**config.mk**
```make
export PLATFORM = sky130hd
export DESIGN_NAME = looping_pcm_resampler_mixer_unit
export DESIGN_NICKNAME = d
export VERILOG_FILES = /design/src/rtl/lprm_pkg.sv /design/src/rtl/lprm_pdiv.sv /design/src/rtl/lprm_lane.sv /design/src/rtl/looping_pcm_resampler_mixer_unit.sv
export SDC_FILE = /design/constraint.sdc
export NUM_CORES = 2
export LEC_CHECK = 0
export CORE_MARGIN = 2
export CORE_UTILIZATION = 55
export DETAILED_ROUTE_END_ITERATION = 8
export DONT_BUFFER_PORTS = 1
export GPL_TIMING_DRIVEN = 0
export PLACE_DENSITY = 0.73
export SLEW_MARGIN = 5
export SYNTH_ARGS = -nofsm -noshare
export SYNTH_HDL_FRONTEND = slang
export SYNTH_SLANG_ARGS = --single-unit
export TNS_END_PERCENT = 1
```
**constraint.sdc**
```tcl
create_clock -name clk -period 5.35 [get_ports clk]
set_input_delay 0.2675 -clock clk [delete_from_list [all_inputs] [get_ports clk]]
set_output_delay 0.2675 -clock clk [all_outputs]
set_load 0.005 [all_outputs]
```
**src/rtl/lprm_pkg.sv**
```systemverilog
// ----------------------------------------------------------------------------
// lprm_pkg
// Shared types, codes and constants of the looping PCM resampler / mixer.
// ----------------------------------------------------------------------------
`default_nettype none

package lprm_pkg;

  localparam int SMP_W      = 16;
  localparam int RATE_W     = 18;
  localparam int GAIN_W     = 11;
  localparam int IDX_W      = 32;
  localparam int THEME_W    = 16;
  localparam int PHASE_W    = RATE_W;
  localparam int PSUM_W     = RATE_W + 1;
  localparam int ADV_W      = 3;
  localparam int GAIN_FRAC  = 8;
  // cur*rate + (nxt-cur)*phase stays below 2^35 in magnitude
  localparam int NUM_W      = 2 * SMP_W + 4;
  // any interpolated magnitude at or above 2^25 saturates once a nonzero gain applies
  localparam int QCLAMP_W   = 25;
  localparam int EXT_W      = NUM_W - GAIN_FRAC;
  localparam int MIX_W      = EXT_W + 2;
  localparam int MUL_STEPS  = RATE_W;
  localparam int DIV_STEPS  = NUM_W;
  localparam int GAIN_STEPS = GAIN_W;
  localparam int CNT_W      = $clog2(NUM_W);
  localparam int PCNT_W     = $clog2(PSUM_W);
  localparam int CFG_IDX_W  = 1;
  localparam int CFG_DATA_W = RATE_W;

  localparam int INPUT_RATE = 44100;
  localparam int ADV_MAX    = 7;
  localparam int THEME_MAX  = 31;

  localparam logic [RATE_W-1:0] OUTPUT_RATE_RST = RATE_W'(48000);
  localparam logic [GAIN_W-1:0] GAIN_RST        = GAIN_W'(256);

  // one bit per theme that loops; themes 27 and up never loop
  localparam logic [31:0] LOOP_MASK = 32'h01F9_7BFF;

  localparam logic [CFG_IDX_W-1:0] CFG_OUTPUT_RATE = 1'd0;
  localparam logic [CFG_IDX_W-1:0] CFG_GAIN        = 1'd1;

  typedef enum logic [1:0] {
    OP_START = 2'd0,
    OP_STOP  = 2'd1,
    OP_FETCH = 2'd2,
    OP_TICK  = 2'd3
  } opcode_t;

  typedef enum logic [1:0] {
    KIND_MIX    = 2'd0,
    KIND_FETCH  = 2'd1,
    KIND_REFUSE = 2'd2
  } kind_t;

  typedef enum logic [1:0] {
    CT_IDLE,
    CT_CALC,
    CT_PUSH
  } ctl_state_t;

  typedef enum logic [2:0] {
    LN_IDLE,
    LN_MUL,
    LN_ABS,
    LN_DIV,
    LN_GAIN,
    LN_SAT
  } ln_state_t;

  typedef struct packed {
    opcode_t                   opcode;
    logic [THEME_W-1:0]        theme;
    logic [IDX_W-1:0]          frame_count;
    logic [IDX_W-1:0]          loop_start;
    logic signed [SMP_W-1:0]   src_left;
    logic signed [SMP_W-1:0]   src_right;
    logic signed [SMP_W-1:0]   dry_left;
    logic signed [SMP_W-1:0]   dry_right;
  } in_item_t;

  typedef struct packed {
    kind_t                     kind;
    logic signed [SMP_W-1:0]   out_left;
    logic signed [SMP_W-1:0]   out_right;
    logic [IDX_W-1:0]          fetch_index;
    logic                      is_playing;
    logic                      last;
  } out_item_t;

  typedef struct packed {
    logic             ok;
    logic [IDX_W-1:0] idx;
    logic [IDX_W-1:0] pos;
  } take_t;

  // Next source frame to request: wrap to the loop frame past the end, or fail.
  function automatic take_t take_index(input logic [IDX_W-1:0] pos,
                                       input logic [IDX_W-1:0] frames,
                                       input logic [IDX_W-1:0] loop_frame,
                                       input logic             loop_en);
    take_t            t;
    logic [IDX_W-1:0] p;
    p    = pos;
    t.ok = 1'b1;
    if (pos >= frames) begin
      if (!loop_en || loop_frame >= frames) begin
        t.ok = 1'b0;
      end else begin
        p = loop_frame;
      end
    end
    t.idx = p;
    t.pos = p + IDX_W'(1);
    return t;
  endfunction

endpackage

`default_nettype wire

```
**src/rtl/lprm_pdiv.sv**
```systemverilog
// ----------------------------------------------------------------------------
// lprm_pdiv
// Bit-serial restoring divider for the phase step: quotient gives the
// number of source frames to advance, remainder the new phase.
// ----------------------------------------------------------------------------
`default_nettype none

module lprm_pdiv (
  input  wire logic                          clk,
  input  wire logic                          rst_n,
  input  wire logic                          start,
  input  wire logic [lprm_pkg::PSUM_W-1:0]   dividend,
  input  wire logic [lprm_pkg::RATE_W-1:0]   divisor,
  output logic                               busy,
  output logic [lprm_pkg::PSUM_W-1:0]        quot,
  output logic [lprm_pkg::RATE_W-1:0]        rem
);

  logic                          busy_r, busy_nxt;
  logic [lprm_pkg::PCNT_W-1:0]   cnt_r, cnt_nxt;
  logic [lprm_pkg::PSUM_W-1:0]   dq_r, dq_nxt;
  logic [lprm_pkg::RATE_W-1:0]   rem_r, rem_nxt;
  logic [lprm_pkg::RATE_W-1:0]   dvs_r, dvs_nxt;
  logic [lprm_pkg::RATE_W:0]     trial, diff;
  logic                          ge;

  always_comb begin
    trial    = {rem_r, dq_r[lprm_pkg::PSUM_W-1]};
    diff     = trial - {1'b0, dvs_r};
    ge       = trial >= {1'b0, dvs_r};
    busy_nxt = busy_r;
    cnt_nxt  = cnt_r;
    dq_nxt   = dq_r;
    rem_nxt  = rem_r;
    dvs_nxt  = dvs_r;
    if (start && !busy_r) begin
      busy_nxt = 1'b1;
      cnt_nxt  = lprm_pkg::PCNT_W'(lprm_pkg::PSUM_W - 1);
      dq_nxt   = dividend;
      rem_nxt  = '0;
      dvs_nxt  = divisor;
    end else if (busy_r) begin
      // shift in one quotient bit per cycle
      dq_nxt  = {dq_r[lprm_pkg::PSUM_W-2:0], ge};
      rem_nxt = ge ? diff[lprm_pkg::RATE_W-1:0] : trial[lprm_pkg::RATE_W-1:0];
      if (cnt_r == '0) begin
        busy_nxt = 1'b0;
      end else begin
        cnt_nxt = cnt_r - 1'b1;
      end
    end
  end

  always_ff @(posedge clk) begin
    if (!rst_n) begin
      busy_r <= 1'b0;
      cnt_r  <= '0;
    end else begin
      busy_r <= busy_nxt;
      cnt_r  <= cnt_nxt;
    end
    dq_r  <= dq_nxt;
    rem_r <= rem_nxt;
    dvs_r <= dvs_nxt;
  end

  assign busy = busy_r;
  assign quot = dq_r;
  assign rem  = rem_r;

endmodule

`default_nettype wire

```
**src/rtl/lprm_lane.sv**
```systemverilog
// ----------------------------------------------------------------------------
// lprm_lane
// One audio channel: bit-serial interpolation multiply, restoring divide by
// the output rate, bit-serial gain multiply and saturating mix.
// ----------------------------------------------------------------------------
`default_nettype none

module lprm_lane (
  input  wire logic                                clk,
  input  wire logic                                rst_n,
  input  wire logic                                start,
  input  wire logic signed [lprm_pkg::SMP_W-1:0]   cur,
  input  wire logic signed [lprm_pkg::SMP_W-1:0]   nxt,
  input  wire logic [lprm_pkg::PHASE_W-1:0]        phase,
  input  wire logic [lprm_pkg::RATE_W-1:0]         rate,
  input  wire logic [lprm_pkg::GAIN_W-1:0]         gain,
  input  wire logic signed [lprm_pkg::SMP_W-1:0]   dry,
  output logic                                     busy,
  output logic signed [lprm_pkg::SMP_W-1:0]        mix
);

  localparam int NW = lprm_pkg::NUM_W;
  localparam int SW = lprm_pkg::SMP_W;
  localparam int RW = lprm_pkg::RATE_W;
  localparam int MW = lprm_pkg::MIX_W;
  localparam int QW = lprm_pkg::QCLAMP_W;
  localparam logic signed [MW-1:0] SAT_HI = MW'((2 ** (SW - 1)) - 1);
  localparam logic signed [MW-1:0] SAT_LO = MW'(-(2 ** (SW - 1)));

  lprm_pkg::ln_state_t           st_r, st_nxt;
  logic [lprm_pkg::CNT_W-1:0]    cnt_r, cnt_nxt;
  logic signed [SW-1:0]          cur_r, cur_nxt;
  logic signed [SW:0]            dif_r, dif_nxt;
  logic [RW-1:0]                 rsh_r, rsh_nxt;
  logic [RW-1:0]                 psh_r, psh_nxt;
  logic [RW-1:0]                 dvs_r, dvs_nxt;
  logic [lprm_pkg::GAIN_W-1:0]   gsh_r, gsh_nxt;
  logic signed [SW-1:0]          dry_r, dry_nxt;
  logic [NW-1:0]                 work_r, work_nxt;
  logic [RW-1:0]                 rem_r, rem_nxt;
  logic                          neg_r, neg_nxt;
  logic [QW-1:0]                 mq_r, mq_nxt;
  logic signed [SW-1:0]          mix_r, mix_nxt;

  logic signed [NW-1:0]          cur_ext, dif_ext;
  logic [NW-1:0]                 term_c, term_d, mul_sum, mag, qshift, prod;
  logic [RW:0]                   trial, diff;
  logic                          ge;
  logic [lprm_pkg::EXT_W-1:0]    ext_mag;
  logic [MW-1:0]                 ext_u;
  logic signed [MW-1:0]          ext_s, tot;

  always_comb begin
    cur_ext = NW'(cur_r);
    dif_ext = NW'(dif_r);
    term_c  = rsh_r[RW-1] ? cur_ext : '0;
    term_d  = psh_r[RW-1] ? dif_ext : '0;
    mul_sum = {work_r[NW-2:0], 1'b0} + term_c + term_d;
    mag     = work_r[NW-1] ? (~work_r + 1'b1) : work_r;
    trial   = {rem_r, work_r[NW-1]};
    diff    = trial - {1'b0, dvs_r};
    ge      = trial >= {1'b0, dvs_r};
    qshift  = {work_r[NW-2:0], ge};
    prod    = {work_r[NW-2:0], 1'b0} + (gsh_r[lprm_pkg::GAIN_W-1] ? NW'(mq_r) : '0);
    ext_mag = work_r[NW-1:lprm_pkg::GAIN_FRAC];
    ext_u   = {2'b00, ext_mag};
    ext_s   = neg_r ? (~ext_u + 1'b1) : ext_u;
    tot     = MW'(dry_r) + ext_s;

    st_nxt   = st_r;
    cnt_nxt  = cnt_r;
    cur_nxt  = cur_r;
    dif_nxt  = dif_r;
    rsh_nxt  = rsh_r;
    psh_nxt  = psh_r;
    dvs_nxt  = dvs_r;
    gsh_nxt  = gsh_r;
    dry_nxt  = dry_r;
    work_nxt = work_r;
    rem_nxt  = rem_r;
    neg_nxt  = neg_r;
    mq_nxt   = mq_r;
    mix_nxt  = mix_r;

    case (st_r)
      lprm_pkg::LN_IDLE: begin
        if (start) begin
          cur_nxt  = cur;
          dif_nxt  = (SW + 1)'(nxt) - (SW + 1)'(cur);
          rsh_nxt  = rate;
          psh_nxt  = phase;
          dvs_nxt  = rate;
          gsh_nxt  = gain;
          dry_nxt  = dry;
          work_nxt = '0;
          cnt_nxt  = lprm_pkg::CNT_W'(lprm_pkg::MUL_STEPS - 1);
          st_nxt   = lprm_pkg::LN_MUL;
        end
      end
      lprm_pkg::LN_MUL: begin
        // cur*rate + (nxt-cur)*phase, one bit of rate and phase per cycle
        work_nxt = mul_sum;
        rsh_nxt  = {rsh_r[RW-2:0], 1'b0};
        psh_nxt  = {psh_r[RW-2:0], 1'b0};
        if (cnt_r == '0) begin
          st_nxt = lprm_pkg::LN_ABS;
        end else begin
          cnt_nxt = cnt_r - 1'b1;
        end
      end
      lprm_pkg::LN_ABS: begin
        neg_nxt  = work_r[NW-1];
        work_nxt = mag;
        rem_nxt  = '0;
        cnt_nxt  = lprm_pkg::CNT_W'(lprm_pkg::DIV_STEPS - 1);
        st_nxt   = lprm_pkg::LN_DIV;
      end
      lprm_pkg::LN_DIV: begin
        work_nxt = qshift;
        rem_nxt  = ge ? diff[RW-1:0] : trial[RW-1:0];
        if (cnt_r == '0) begin
          if (|qshift[NW-1:QW]) begin
            mq_nxt = '1;
          end else begin
            mq_nxt = qshift[QW-1:0];
          end
          work_nxt = '0;
          cnt_nxt  = lprm_pkg::CNT_W'(lprm_pkg::GAIN_STEPS - 1);
          st_nxt   = lprm_pkg::LN_GAIN;
        end else begin
          cnt_nxt = cnt_r - 1'b1;
        end
      end
      lprm_pkg::LN_GAIN: begin
        work_nxt = prod;
        gsh_nxt  = {gsh_r[lprm_pkg::GAIN_W-2:0], 1'b0};
        if (cnt_r == '0) begin
          st_nxt = lprm_pkg::LN_SAT;
        end else begin
          cnt_nxt = cnt_r - 1'b1;
        end
      end
      lprm_pkg::LN_SAT: begin
        if (tot > SAT_HI) begin
          mix_nxt = {1'b0, {(SW - 1){1'b1}}};
        end else if (tot < SAT_LO) begin
          mix_nxt = {1'b1, {(SW - 1){1'b0}}};
        end else begin
          mix_nxt = tot[SW-1:0];
        end
        st_nxt = lprm_pkg::LN_IDLE;
      end
      default: begin
        st_nxt = lprm_pkg::LN_IDLE;
      end
    endcase
  end

  always_ff @(posedge clk) begin
    if (!rst_n) begin
      st_r  <= lprm_pkg::LN_IDLE;
      cnt_r <= '0;
    end else begin
      st_r  <= st_nxt;
      cnt_r <= cnt_nxt;
    end
    cur_r  <= cur_nxt;
    dif_r  <= dif_nxt;
    rsh_r  <= rsh_nxt;
    psh_r  <= psh_nxt;
    dvs_r  <= dvs_nxt;
    gsh_r  <= gsh_nxt;
    dry_r  <= dry_nxt;
    work_r <= work_nxt;
    rem_r  <= rem_nxt;
    neg_r  <= neg_nxt;
    mq_r   <= mq_nxt;
    mix_r  <= mix_nxt;
  end

  assign busy = (st_r != lprm_pkg::LN_IDLE);
  assign mix  = mix_r;

endmodule

`default_nettype wire

```
**src/rtl/looping_pcm_resampler_mixer_unit.sv**
```systemverilog
// ----------------------------------------------------------------------------
// looping_pcm_resampler_mixer_unit
// Stereo track player with linear-interpolation rate conversion and mixing.
// Start, stop, fetched-frame and tick items enter on the in_ channel; each
// gives zero to two results on the out_ channel, held in a two-entry output
// queue so the next item can be taken while results wait. One item is worked
// on at a time. A tick while playing runs a bit-serial multiply forming the
// interpolation numerator, a restoring divide by output_rate and a bit-serial
// gain multiply in each channel lane, then saturation and the push into the
// output queue. Write output_rate and gain_q8 only while the block is idle.
// ----------------------------------------------------------------------------
`default_nettype none

module looping_pcm_resampler_mixer_unit (
  input  wire logic                                 clk,
  input  wire logic                                 rst_n,
  input  wire logic                                 in_valid,
  output logic                                      in_stall,
  input  wire lprm_pkg::in_item_t                   in_data,
  output logic                                      out_valid,
  input  wire logic                                 out_stall,
  output lprm_pkg::out_item_t                       out_data,
  input  wire logic                                 cfg_we,
  input  wire logic [lprm_pkg::CFG_IDX_W-1:0]       cfg_index,
  input  wire logic [lprm_pkg::CFG_DATA_W-1:0]      cfg_wdata
);

  localparam int SW = lprm_pkg::SMP_W;
  localparam int XW = lprm_pkg::IDX_W;

  lprm_pkg::ctl_state_t               state_r, state_nxt;
  logic [lprm_pkg::RATE_W-1:0]        out_rate_r, out_rate_nxt;
  logic [lprm_pkg::GAIN_W-1:0]        gain_r, gain_nxt;
  logic [lprm_pkg::PHASE_W-1:0]       phase_acc_r, phase_acc_nxt;
  logic [XW-1:0]                      read_pos_r, read_pos_nxt;
  logic [XW-1:0]                      track_frames_r, track_frames_nxt;
  logic [XW-1:0]                      loop_pos_r, loop_pos_nxt;
  logic                               loop_on_r, loop_on_nxt;
  logic [1:0][SW-1:0]                 cur_frame_r, cur_frame_nxt;
  logic [1:0][SW-1:0]                 nxt_frame_r, nxt_frame_nxt;
  logic                               active_r, active_nxt;
  logic [lprm_pkg::ADV_W-1:0]         adv_left_r, adv_left_nxt;
  logic [1:0]                         prime_cnt_r, prime_cnt_nxt;
  lprm_pkg::out_item_t                res0_r, res0_nxt, res1_r, res1_nxt;
  logic [1:0]                         rcnt_r, rcnt_nxt;
  lprm_pkg::out_item_t                q0_r, q0_nxt, q1_r, q1_nxt;
  logic [1:0]                         qcnt_r, qcnt_nxt;

  lprm_pkg::take_t                    tk;
  logic                               calc_start, set_res;
  logic [1:0]                         lane_busy;
  logic                               pdiv_busy;
  logic signed [SW-1:0]               mix_left, mix_right;
  logic [lprm_pkg::PSUM_W-1:0]        psum, pquot;
  logic [lprm_pkg::RATE_W-1:0]        prem;
  logic [lprm_pkg::ADV_W-1:0]         adv_sat;

  assign psum    = lprm_pkg::PSUM_W'(phase_acc_r) + lprm_pkg::PSUM_W'(lprm_pkg::INPUT_RATE);
  assign adv_sat = (pquot > lprm_pkg::PSUM_W'(lprm_pkg::ADV_MAX)) ?
                   lprm_pkg::ADV_W'(lprm_pkg::ADV_MAX) : pquot[lprm_pkg::ADV_W-1:0];

  lprm_lane u_lane_left (
    .clk   (clk),
    .rst_n (rst_n),
    .start (calc_start),
    .cur   (signed'(cur_frame_r[0])),
    .nxt   (signed'(nxt_frame_r[0])),
    .phase (phase_acc_r),
    .rate  (out_rate_r),
    .gain  (gain_r),
    .dry   (in_data.dry_left),
    .busy  (lane_busy[0]),
    .mix   (mix_left)
  );

  lprm_lane u_lane_right (
    .clk   (clk),
    .rst_n (rst_n),
    .start (calc_start),
    .cur   (signed'(cur_frame_r[1])),
    .nxt   (signed'(nxt_frame_r[1])),
    .phase (phase_acc_r),
    .rate  (out_rate_r),
    .gain  (gain_r),
    .dry   (in_data.dry_right),
    .busy  (lane_busy[1]),
    .mix   (mix_right)
  );

  lprm_pdiv u_pdiv (
    .clk      (clk),
    .rst_n    (rst_n),
    .start    (calc_start),
    .dividend (psum),
    .divisor  (out_rate_r),
    .busy     (pdiv_busy),
    .quot     (pquot),
    .rem      (prem)
  );

  always_comb begin
    tk               = lprm_pkg::take_index(read_pos_r, track_frames_r, loop_pos_r, loop_on_r);
    state_nxt        = state_r;
    out_rate_nxt     = out_rate_r;
    gain_nxt         = gain_r;
    phase_acc_nxt    = phase_acc_r;
    read_pos_nxt     = read_pos_r;
    track_frames_nxt = track_frames_r;
    loop_pos_nxt     = loop_pos_r;
    loop_on_nxt      = loop_on_r;
    cur_frame_nxt    = cur_frame_r;
    nxt_frame_nxt    = nxt_frame_r;
    active_nxt       = active_r;
    adv_left_nxt     = adv_left_r;
    prime_cnt_nxt    = prime_cnt_r;
    res0_nxt         = res0_r;
    res1_nxt         = res1_r;
    rcnt_nxt         = rcnt_r;
    q0_nxt           = q0_r;
    q1_nxt           = q1_r;
    qcnt_nxt         = qcnt_r;
    calc_start       = 1'b0;
    set_res          = 1'b0;

    if (cfg_we) begin
      case (cfg_index)
        lprm_pkg::CFG_OUTPUT_RATE: out_rate_nxt = cfg_wdata[lprm_pkg::RATE_W-1:0];
        lprm_pkg::CFG_GAIN:        gain_nxt     = cfg_wdata[lprm_pkg::GAIN_W-1:0];
        default: ;
      endcase
    end

    // output queue: pop on transfer
    if (out_valid && !out_stall) begin
      q0_nxt   = q1_r;
      qcnt_nxt = qcnt_r - 1'b1;
    end

    case (state_r)
      lprm_pkg::CT_IDLE: begin
        if (in_valid) begin
          set_res   = 1'b1;
          res0_nxt  = '0;
          res1_nxt  = '0;
          rcnt_nxt  = 2'd0;
          state_nxt = lprm_pkg::CT_PUSH;
          case (in_data.opcode)
            lprm_pkg::OP_START: begin
              active_nxt       = 1'b0;
              track_frames_nxt = '0;
              read_pos_nxt     = '0;
              phase_acc_nxt    = '0;
              cur_frame_nxt    = '0;
              nxt_frame_nxt    = '0;
              adv_left_nxt     = '0;
              prime_cnt_nxt    = 2'd0;
              if (in_data.theme <= lprm_pkg::THEME_W'(lprm_pkg::THEME_MAX)) begin
                loop_pos_nxt = in_data.loop_start;
                if (in_data.frame_count != '0) begin
                  track_frames_nxt = in_data.frame_count;
                  loop_on_nxt      = lprm_pkg::LOOP_MASK[in_data.theme[4:0]] &&
                                     (in_data.loop_start < in_data.frame_count);
                  // read position starts at zero, so the first request is frame zero
                  prime_cnt_nxt    = 2'd2;
                  read_pos_nxt     = XW'(1);
                  res0_nxt.kind    = lprm_pkg::KIND_FETCH;
                  rcnt_nxt         = 2'd1;
                end else begin
                  loop_on_nxt = 1'b0;
                end
              end
            end
            lprm_pkg::OP_STOP: begin
              active_nxt       = 1'b0;
              track_frames_nxt = '0;
              read_pos_nxt     = '0;
              phase_acc_nxt    = '0;
              cur_frame_nxt    = '0;
              nxt_frame_nxt    = '0;
              adv_left_nxt     = '0;
              prime_cnt_nxt    = 2'd0;
            end
            lprm_pkg::OP_FETCH: begin
              if (prime_cnt_r == 2'd2) begin
                if (tk.ok) begin
                  cur_frame_nxt[0]     = in_data.src_left;
                  cur_frame_nxt[1]     = in_data.src_right;
                  prime_cnt_nxt        = 2'd1;
                  read_pos_nxt         = tk.pos;
                  res0_nxt.kind        = lprm_pkg::KIND_FETCH;
                  res0_nxt.fetch_index = tk.idx;
                  rcnt_nxt             = 2'd1;
                end else begin
                  active_nxt       = 1'b0;
                  track_frames_nxt = '0;
                  read_pos_nxt     = '0;
                  phase_acc_nxt    = '0;
                  cur_frame_nxt    = '0;
                  nxt_frame_nxt    = '0;
                  adv_left_nxt     = '0;
                  prime_cnt_nxt    = 2'd0;
                end
              end else if (prime_cnt_r == 2'd1) begin
                nxt_frame_nxt[0] = in_data.src_left;
                nxt_frame_nxt[1] = in_data.src_right;
                prime_cnt_nxt    = 2'd0;
                active_nxt       = 1'b1;
              end else if (adv_left_r != '0 && active_r) begin
                nxt_frame_nxt[0] = in_data.src_left;
                nxt_frame_nxt[1] = in_data.src_right;
                adv_left_nxt     = adv_left_r - 1'b1;
                // more advances pending: shift the frame down and request again
                if (adv_left_r != lprm_pkg::ADV_W'(1)) begin
                  cur_frame_nxt[0] = in_data.src_left;
                  cur_frame_nxt[1] = in_data.src_right;
                  if (tk.ok) begin
                    read_pos_nxt         = tk.pos;
                    res0_nxt.kind        = lprm_pkg::KIND_FETCH;
                    res0_nxt.fetch_index = tk.idx;
                    rcnt_nxt             = 2'd1;
                  end else begin
                    active_nxt   = 1'b0;
                    adv_left_nxt = '0;
                  end
                end
              end
            end
            lprm_pkg::OP_TICK: begin
              if (prime_cnt_r != 2'd0 || adv_left_r != '0) begin
                res0_nxt.kind      = lprm_pkg::KIND_REFUSE;
                res0_nxt.out_left  = in_data.dry_left;
                res0_nxt.out_right = in_data.dry_right;
                rcnt_nxt           = 2'd1;
              end else if (!active_r || out_rate_r == '0) begin
                res0_nxt.kind      = lprm_pkg::KIND_MIX;
                res0_nxt.out_left  = in_data.dry_left;
                res0_nxt.out_right = in_data.dry_right;
                rcnt_nxt           = 2'd1;
              end else begin
                calc_start = 1'b1;
                set_res    = 1'b0;
                state_nxt  = lprm_pkg::CT_CALC;
              end
            end
            default: ;
          endcase
        end
      end
      lprm_pkg::CT_CALC: begin
        if (lane_busy == 2'b00 && !pdiv_busy) begin
          set_res            = 1'b1;
          res0_nxt           = '0;
          res1_nxt           = '0;
          res0_nxt.kind      = lprm_pkg::KIND_MIX;
          res0_nxt.out_left  = mix_left;
          res0_nxt.out_right = mix_right;
          rcnt_nxt           = 2'd1;
          phase_acc_nxt      = prem;
          if (pquot != '0) begin
            adv_left_nxt  = adv_sat;
            cur_frame_nxt = nxt_frame_r;
            if (tk.ok) begin
              read_pos_nxt         = tk.pos;
              res1_nxt.kind        = lprm_pkg::KIND_FETCH;
              res1_nxt.fetch_index = tk.idx;
              rcnt_nxt             = 2'd2;
            end else begin
              active_nxt   = 1'b0;
              adv_left_nxt = '0;
            end
          end
          state_nxt = lprm_pkg::CT_PUSH;
        end
      end
      lprm_pkg::CT_PUSH: begin
        // hand over all results of the item at once into an empty queue
        if (qcnt_r == 2'd0) begin
          q0_nxt    = res0_r;
          q1_nxt    = res1_r;
          qcnt_nxt  = rcnt_r;
          state_nxt = lprm_pkg::CT_IDLE;
        end
      end
      default: begin
        state_nxt = lprm_pkg::CT_IDLE;
      end
    endcase

    if (set_res) begin
      res0_nxt.is_playing = active_nxt;
      res1_nxt.is_playing = active_nxt;
      res0_nxt.last       = (rcnt_nxt == 2'd1);
      res1_nxt.last       = 1'b1;
    end
  end

  always_ff @(posedge clk) begin
    if (!rst_n) begin
      state_r        <= lprm_pkg::CT_IDLE;
      out_rate_r     <= lprm_pkg::OUTPUT_RATE_RST;
      gain_r         <= lprm_pkg::GAIN_RST;
      phase_acc_r    <= '0;
      read_pos_r     <= '0;
      track_frames_r <= '0;
      loop_pos_r     <= '0;
      loop_on_r      <= 1'b0;
      cur_frame_r    <= '0;
      nxt_frame_r    <= '0;
      active_r       <= 1'b0;
      adv_left_r     <= '0;
      prime_cnt_r    <= 2'd0;
      rcnt_r         <= 2'd0;
      qcnt_r         <= 2'd0;
    end else begin
      state_r        <= state_nxt;
      out_rate_r     <= out_rate_nxt;
      gain_r         <= gain_nxt;
      phase_acc_r    <= phase_acc_nxt;
      read_pos_r     <= read_pos_nxt;
      track_frames_r <= track_frames_nxt;
      loop_pos_r     <= loop_pos_nxt;
      loop_on_r      <= loop_on_nxt;
      cur_frame_r    <= cur_frame_nxt;
      nxt_frame_r    <= nxt_frame_nxt;
      active_r       <= active_nxt;
      adv_left_r     <= adv_left_nxt;
      prime_cnt_r    <= prime_cnt_nxt;
      rcnt_r         <= rcnt_nxt;
      qcnt_r         <= qcnt_nxt;
    end
    res0_r <= res0_nxt;
    res1_r <= res1_nxt;
    q0_r   <= q0_nxt;
    q1_r   <= q1_nxt;
  end

  assign in_stall  = (state_r != lprm_pkg::CT_IDLE);
  assign out_valid = (qcnt_r != 2'd0);
  assign out_data  = q0_r;

endmodule

`default_nettype wire

```
-- After elaboration in Yosys (flattened, before gate mapping)
Memories as Yosys holds them, arrays and structs flattened.
Index checks and enable logic that the tools add are counted.
- bitwise operators: 7
- mux-type cells: 186
- magnitude comparators: 13
- reduce and logical (&&, ||, !) cells: 83
- add/subtract/negate cells: 24
- eq/ne operators: 51
- operator list (operator ; number):
    $mux 32 ; 35
    $mux 68 ; 7
    $pmux 36 s5 ; 2
    $mux 36 ; 9
    $pmux 18 s2 ; 8
    $pmux 68 s2 ; 2
    $pmux 32 s2 ; 4
    $add 36x36->36 ; 6
    $pmux 32 s3 ; 2
    $mux 18 ; 9
    $add 36x1->36 const B ; 2
    $not 36->36 ; 2
    $ge 32x32->1 ; 2
    $add 16x30->30 ; 2
    $add 30x1->30 const B ; 2
    $gt 30x16->1 const B ; 2
    $lt 30x16->1 const B ; 2
    $mux 30 ; 2
    $not 28->30 ; 2
    $ge 19x18->1 ; 3
    $mux 3 ; 18
    $sub 18x18->18 ; 3
    $mux 25 ; 2
    $mux 2 ; 24
    other kinds (60) ; 212
- register bits after elaboration: 991
- logic and storage cells: 442
- bits of input ports: 170
- memories kept: 1
- ROM bits: 32
- memory list (memory ; words ; bits a word ; read ports ; clocked after Yosys merged registers in ; wr ports ; line ; source):
    (name not given) ; 32 ; 1 ; 1 ; 0 ; 0 ; looping_pcm_resampler_mixer_unit.sv:161 ; loop_on_nxt = lprm_pkg::LOOP_MASK[in_data.theme[4:0]] &&

-- Logic depth before layout (Yosys ltp)
- word-level depth: 14
- gate-level depth with buffers: 26
- mapped depth without buffers: 24

-- Hierarchy
Synthesis repeated with hierarchy kept, for this count alone.
- cells, all modules: 6322
- area total of the unflattened synthesis: 58989.1 µm²
- modules (own cells, without submodules) (module ; area each (µm²) ; cells an instance ; instances ; sequential area each (µm²)):
    looping_pcm_resampler_mixer_unit ; 20848.7 ; 2280 ; 1 ; 9869.5
    lprm_lane (u_lane_left) ; 17394.2 ; 1852 ; 1 ; 6486.2
    lprm_lane (u_lane_right) ; 17319.1 ; 1822 ; 1 ; 6486.2
    lprm_pdiv ; 3427.0 ; 368 ; 1 ; 1591.5

-- Worst setup path before layout
Ideal clock, no wire load.
- kind: flip-flop to flip-flop
- from: register u_lane_left.st_r[0]
- to: register read_pos_r[10]
- period minus slack after synthesis: 5598 ps
- library setup time: 74 ps
- data arrival time: 5524 ps
- data required time: 5276 ps
- setup slack: -248 ps
- cell stages (with the launch flop): 13
- path through: dfxtp_1 clkbuf_1 or3_1 or3_1 or2_2 nand2_1 o211ai_1 a31oi_2 o21ai_1 nor2_1 and4_1 nor2_1 a31oi_1
- cells in the longest elaborated chain, start to end: 5
- ends and longest elaborated chain (what ; line ; source):
    from (decl) ; lprm_lane.sv:30 ; lprm_pkg::ln_state_t st_r, st_nxt;
    from (signal assigned) ; lprm_lane.sv:161 ; st_r <= lprm_pkg::LN_IDLE;
    from (signal assigned) ; lprm_lane.sv:164 ; st_r <= st_nxt;
    $reduce_bool 3->1 ; lprm_lane.sv:181 ; assign busy = (st_r != lprm_pkg::LN_IDLE);
    $logic_not 2->1 ; looping_pcm_resampler_mixer_unit.sv:250 ; if (lane_busy == 2'b00 && !pdiv_busy) begin
    $logic_and 1x1->1 ; looping_pcm_resampler_mixer_unit.sv:250 ;
    $ne 2x2->1 (no source line) ; - ;
    $reduce_and 8->1 (no source line) ; - ;
    to (signal assigned) ; looping_pcm_resampler_mixer_unit.sv:319 ; read_pos_r <= read_pos_nxt;
    to (decl) ; looping_pcm_resampler_mixer_unit.sv:35 ; logic [XW-1:0] read_pos_r, read_pos_nxt;
Every way passes these cells.
A chain may end at the register's enable or synchronous reset.

-- Worst setup path in the final report
- from: register u_lane_left.work_r[10]
- to: register u_lane_left.mix_r[2] (netlist: u_lane_left.mix[2]) (data pin)
- cells in the longest elaborated chain, start to end: 6
- ends and longest elaborated chain (what ; line ; source):
    from (decl) ; lprm_lane.sv:39 ; logic [NW-1:0] work_r, work_nxt;
    from (signal assigned) ; lprm_lane.sv:174 ; work_r <= work_nxt;
    $not 28->30 ; lprm_lane.sv:67 ; ext_s = neg_r ? (~ext_u + 1'b1) : ext_u;
    $add 30x1->30 ; lprm_lane.sv:67 ;
    $mux 30 (*) ; lprm_lane.sv:67 ;
    $add 16x30->30 (*) ; lprm_lane.sv:68 ; tot = MW'(dry_r) + ext_s;
    $lt 30x16->1 ; lprm_lane.sv:146 ; end else if (tot < SAT_LO) begin
    $mux 16 ; lprm_lane.sv:146 ;
    to (signal assigned) ; lprm_lane.sv:178 ; mix_r <= mix_nxt;
    to (decl) ; lprm_lane.sv:43 ; logic signed [SW-1:0] mix_r, mix_nxt;
Every way passes the cells marked *; elsewhere a longest branch is shown, timed or not.

==> results.sh <==
export IMPL_p_sw_share_pct=32.69
export IMPL_final_area_um2=66240
export IMPL_setup_violations_final=13
export IMPL_antenna_found_initial=26
export IMPL_ir_drop_uv=336.5
export IMPL_path_class="reg2reg"
export IMPL_hold_viol_final=0
export IMPL_wl_per_cell_um=21.84
export IMPL_grt_max_degree=103
export IMPL_maxClockFrequency_mhz=183.4
export IMPL_p_leak_nw=26.41
export IMPL_grtUsageMet1_pct=41.72
export IMPL_grt_ovfl_total=0
export IMPL_met3_usage_pct=6.329
export IMPL_avgSynthCellArea_um2=9.087
export IMPL_crit_chain="nor4_4 -> nand2_2 -> nor3_4 -> nand2_2 -> or3_4 -> or3_4 -> or3_4 -> nand2_4 -> xnor2_2 -> ha_1 -> a21oi_2 -> o21ai_4 -> or4_4 -> a21oi_4 -> nor4_4 -> nor3_2 -> xor2_1 -> buf_4 -> nor4b_4 -> a41oi_4 -> buf_6 -> o21ai_1"
export IMPL_pwr_share_clk_pct=33.1
export IMPL_io_pins=240
export IMPL_busiest_layer="met2"
export IMPL_yosys_warnings=0
export IMPL_synth_edf_count=593
export IMPL_final_util_pct=63.01
export IMPL_grtUsageTotal_pct=32.15
export IMPL_port_buffers=0
export IMPL_violations="setup timing"
export IMPL_synthFlopType="edfxtp_1"
export IMPL_tritoncts="done"
export IMPL_required_ns=5.90
export IMPL_ys_seq_elements=924
export IMPL_async_flop_share_pct=0
export IMPL_syn_nets=7045
export IMPL_stdcell_count=8206
export IMPL_cp_end_kind="flop"
export IMPL_drt_total_wl_um=179200
export IMPL_gp_congestion=0.9642
export IMPL_yosysSeqAreaShare_pct=41.94
export IMPL_drive_above_1_share_pct=6.374
export IMPL_htree_levels=3
export IMPL_cts_root_buf="clkbuf_16"
export IMPL_post_place_ws_ns=-1.653
export IMPL_yosysUniqueCellTypes=97
export IMPL_numCtsBuffers=97
export IMPL_first_iter_violations=5119
export IMPL_clock_skew_ns=0.05011
export IMPL_finalPower_mw=21.36
export IMPL_power_density_nw_per_um2=322.5
export IMPL_initial_core_util_pct=55.42
export IMPL_yosys_top_cells_area="edfxtp_1, dfxtp_1, ha_1, nand2_1, a21oi_1"
export IMPL_nets=7361
export IMPL_grt_pass1_vias=48230
export IMPL_dieArea_um2=108500
export IMPL_placedCellCount=7810
export IMPL_rsz0062_at_grt="yes"
export IMPL_syn_area_um2=58260
export IMPL_first_pass_iters=8
export IMPL_use_met2_pct=52.59
export IMPL_vias=50350
export IMPL_hold_path_class="in2reg"
export IMPL_die_height_um=329.5
export IMPL_drv_slew=0
export IMPL_p_comb_share_pct=25.9
export IMPL_period_needed_ns=5.451
export IMPL_antenna_left=0
export IMPL_max_stage_delay_ns=0.52
export IMPL_clockBufferDepth=3
export IMPL_hpwl_um=132900
export IMPL_fin_crit_sh_pct=101.9
export IMPL_cpMaxStageDelayCell="edfxtp_1"
export IMPL_status="complete, but fails checks"
export IMPL_worstMarginPinSlew_ns=1.363
export IMPL_grt_pass1_wl_um=272200
export IMPL_arrival_ns=6.00
export IMPL_p_seq_share_pct=40.9
export IMPL_max_slew_margin_pct=8.801
export IMPL_via_per_inst=6.136
export IMPL_setup_tns_ns=-0.9825
export IMPL_syn2layout_area_growth_pct=13.69
export IMPL_intPower_mw=14.38
export IMPL_rrSetupSlack_ns=-0.10
export IMPL_drc=0
export IMPL_fp_dieW_um=329.5
export IMPL_path_clk_slew_ns=0.06
export IMPL_max_cap_viol_count=0
export IMPL_dpl_cell_area_um2=60250
export IMPL_cts_sinks=924
export IMPL_start_kind="flop"
export IMPL_synth_area_leader_cell="edfxtp_1"
export IMPL_rows=119
export IMPL_clock_latency_ns=0.70
export IMPL_postSynthCellCount=6411
export IMPL_coreArea_um2=105100
export IMPL_cp_max_fo=7
export IMPL_switchingPower_mw=6.983
export IMPL_whs_ns=0.05072
export IMPL_synth_top_cell_area_share_pct=30.57
export IMPL_timing_critical_path_mode_cell="or3_4"
export IMPL_finalWorstSetupSlack_ns=-0.1012
Yosys cell counts, types with 31 or more instances:
| cell type | instances |
|---|---|
| or3_1 | 49 |
| nor2b_1 | 63 |
| o21a_1 | 38 |
| a22oi_1 | 62 |
| dfxtp_1 | 331 |
| o21ai_0 | 348 |
| nand4_1 | 59 |
| and3_1 | 34 |
| nand2b_1 | 78 |
| nor4_1 | 46 |
| nand3_1 | 225 |
| clkbuf_1 | 266 |
| a21oi_1 | 417 |
| a221oi_1 | 49 |
| xnor2_1 | 225 |
| xor2_1 | 103 |
| nor3_1 | 123 |
| mux2i_1 | 90 |
| inv_1 | 490 |
| a21o_1 | 117 |
| nor2_1 | 411 |
| o211ai_1 | 32 |
| fa_1 | 79 |
| and2_1 | 100 |
| o31ai_1 | 31 |
| a211oi_1 | 68 |
| a22o_1 | 51 |
| ha_1 | 385 |
| edfxtp_1 | 593 |
| nand2_1 | 962 |
cell type report:
class | count | area (um2)
tap | 1391 | 1740
fill | 8710 | 38880
timing repair buffer | 222 | 2173
clock buffer | 133 | 2754
sequential | 924 | 24440
antenna | 6 | 15.01
buffer | 298 | 1226
multi-input combinational | 4692 | 31470
clock inverter | 48 | 561.8
inverter | 492 | 1861
power by group through the flow:
stage	clock network (mW)	logic [mW]	registers, mW
finish	7.08	5.54	8.74
global route	7.39	6.08	8.80
CTS	7.13	5.29	8.73
detailed placement	0	5.07	8.88
global placement	0	4.91	8.90
floorplan	0	3.79	8.70
state kept, by name, summed over array words and instances, names as in the netlist, 32 cells and up:
name and flops:
out_data 68, res0_r 68, u_lane_left.work_r 36, u_lane_right.work_r 36, q1_r 35, res1_r 34
cur_frame_r 32, loop_pos_r 32, nxt_frame_r 32, read_pos_r 32, track_frames_r 32
logic make-up after synthesis:
group,share of synthesized area [%]
mux,1.914
xor+xnor,4.931
flops,41.94
compound gates,17.27
buf+inv,5.156
simple gates,17.81
fa+ha+maj,10.98
worst max-delay path, delay by kind of cell, from the launching register on:
kind	cells	cell delay, ns
simple gates	12	3.12
flops	1	0.52
buf+inv	2	0.36
fa+ha+maj	1	0.36
compound gates	5	0.81
xor+xnor	2	0.15
timing repair:
action / CTS / global route
resized for setup: 70 / 122
hold endpoints to repair: 231 / 0
hold buffers: 159 / 0
gates cloned: 0 / 1
endpoints found under the setup margin: 77 / 51
pin swaps: 14 / 27
setup buffers: 14 / 40
metal layers:
metal	vias to the layer above	part of all wire, %
met5	-	0.14
met4	38	4.3
met3	474	9.3
met2	2365	46
met1	23890	40
li1	23580	-
path summary, 6_finish.rpt:
check,endpoint,start,cells past startpoint
setup / recovery,u_lane_left.mix[2]$_SDFFCE_PN1N_,u_lane_left.work_r[10]$_DFFE_PP_,22
hold / removal,track_frames_r[2]$_SDFFE_PN0P_,in_data[142],5
setup reg to reg,u_lane_left.mix[2]$_SDFFCE_PN1N_,u_lane_left.work_r[10]$_DFFE_PP_,22
hold reg to reg,q1_r[10]$_DFFE_PP_,res1_r[10]$_SDFFCE_PN0P_,0
cell usage in the layout, fill, tap and decap left out, types with 49 or more instances in the layout:
| cell type | Yosys | layout |
|---|---|---|
| inv_1 | 490 | 482 |
| a22o_1 | 51 | 51 |
| fa_1 | 79 | 79 |
| nor2_1 | 411 | 405 |
| edfxtp_1 | 593 | 593 |
| mux2i_1 | 90 | 89 |
| nand3_1 | 225 | 224 |
| clkbuf_16 | 0 | 102 |
| a22oi_1 | 62 | 61 |
| xnor2_1 | 225 | 222 |
| nand2b_1 | 78 | 78 |
| dfxtp_1 | 331 | 328 |
| nor3_1 | 123 | 116 |
| nand4_1 | 59 | 59 |
| clkbuf_1 | 266 | 268 |
| a221oi_1 | 49 | 49 |
| nand2_1 | 962 | 948 |
| dlygate4sd3_1 | 0 | 159 |
| ha_1 | 385 | 380 |
| xor2_1 | 103 | 101 |
| a21oi_1 | 417 | 409 |
| a21o_1 | 117 | 117 |
| and2_1 | 100 | 100 |
| buf_4 | 1 | 58 |
| nor2b_1 | 63 | 62 |
| a211oi_1 | 68 | 68 |
| o21ai_0 | 348 | 328 |
(Power assumes the default switching activity.)
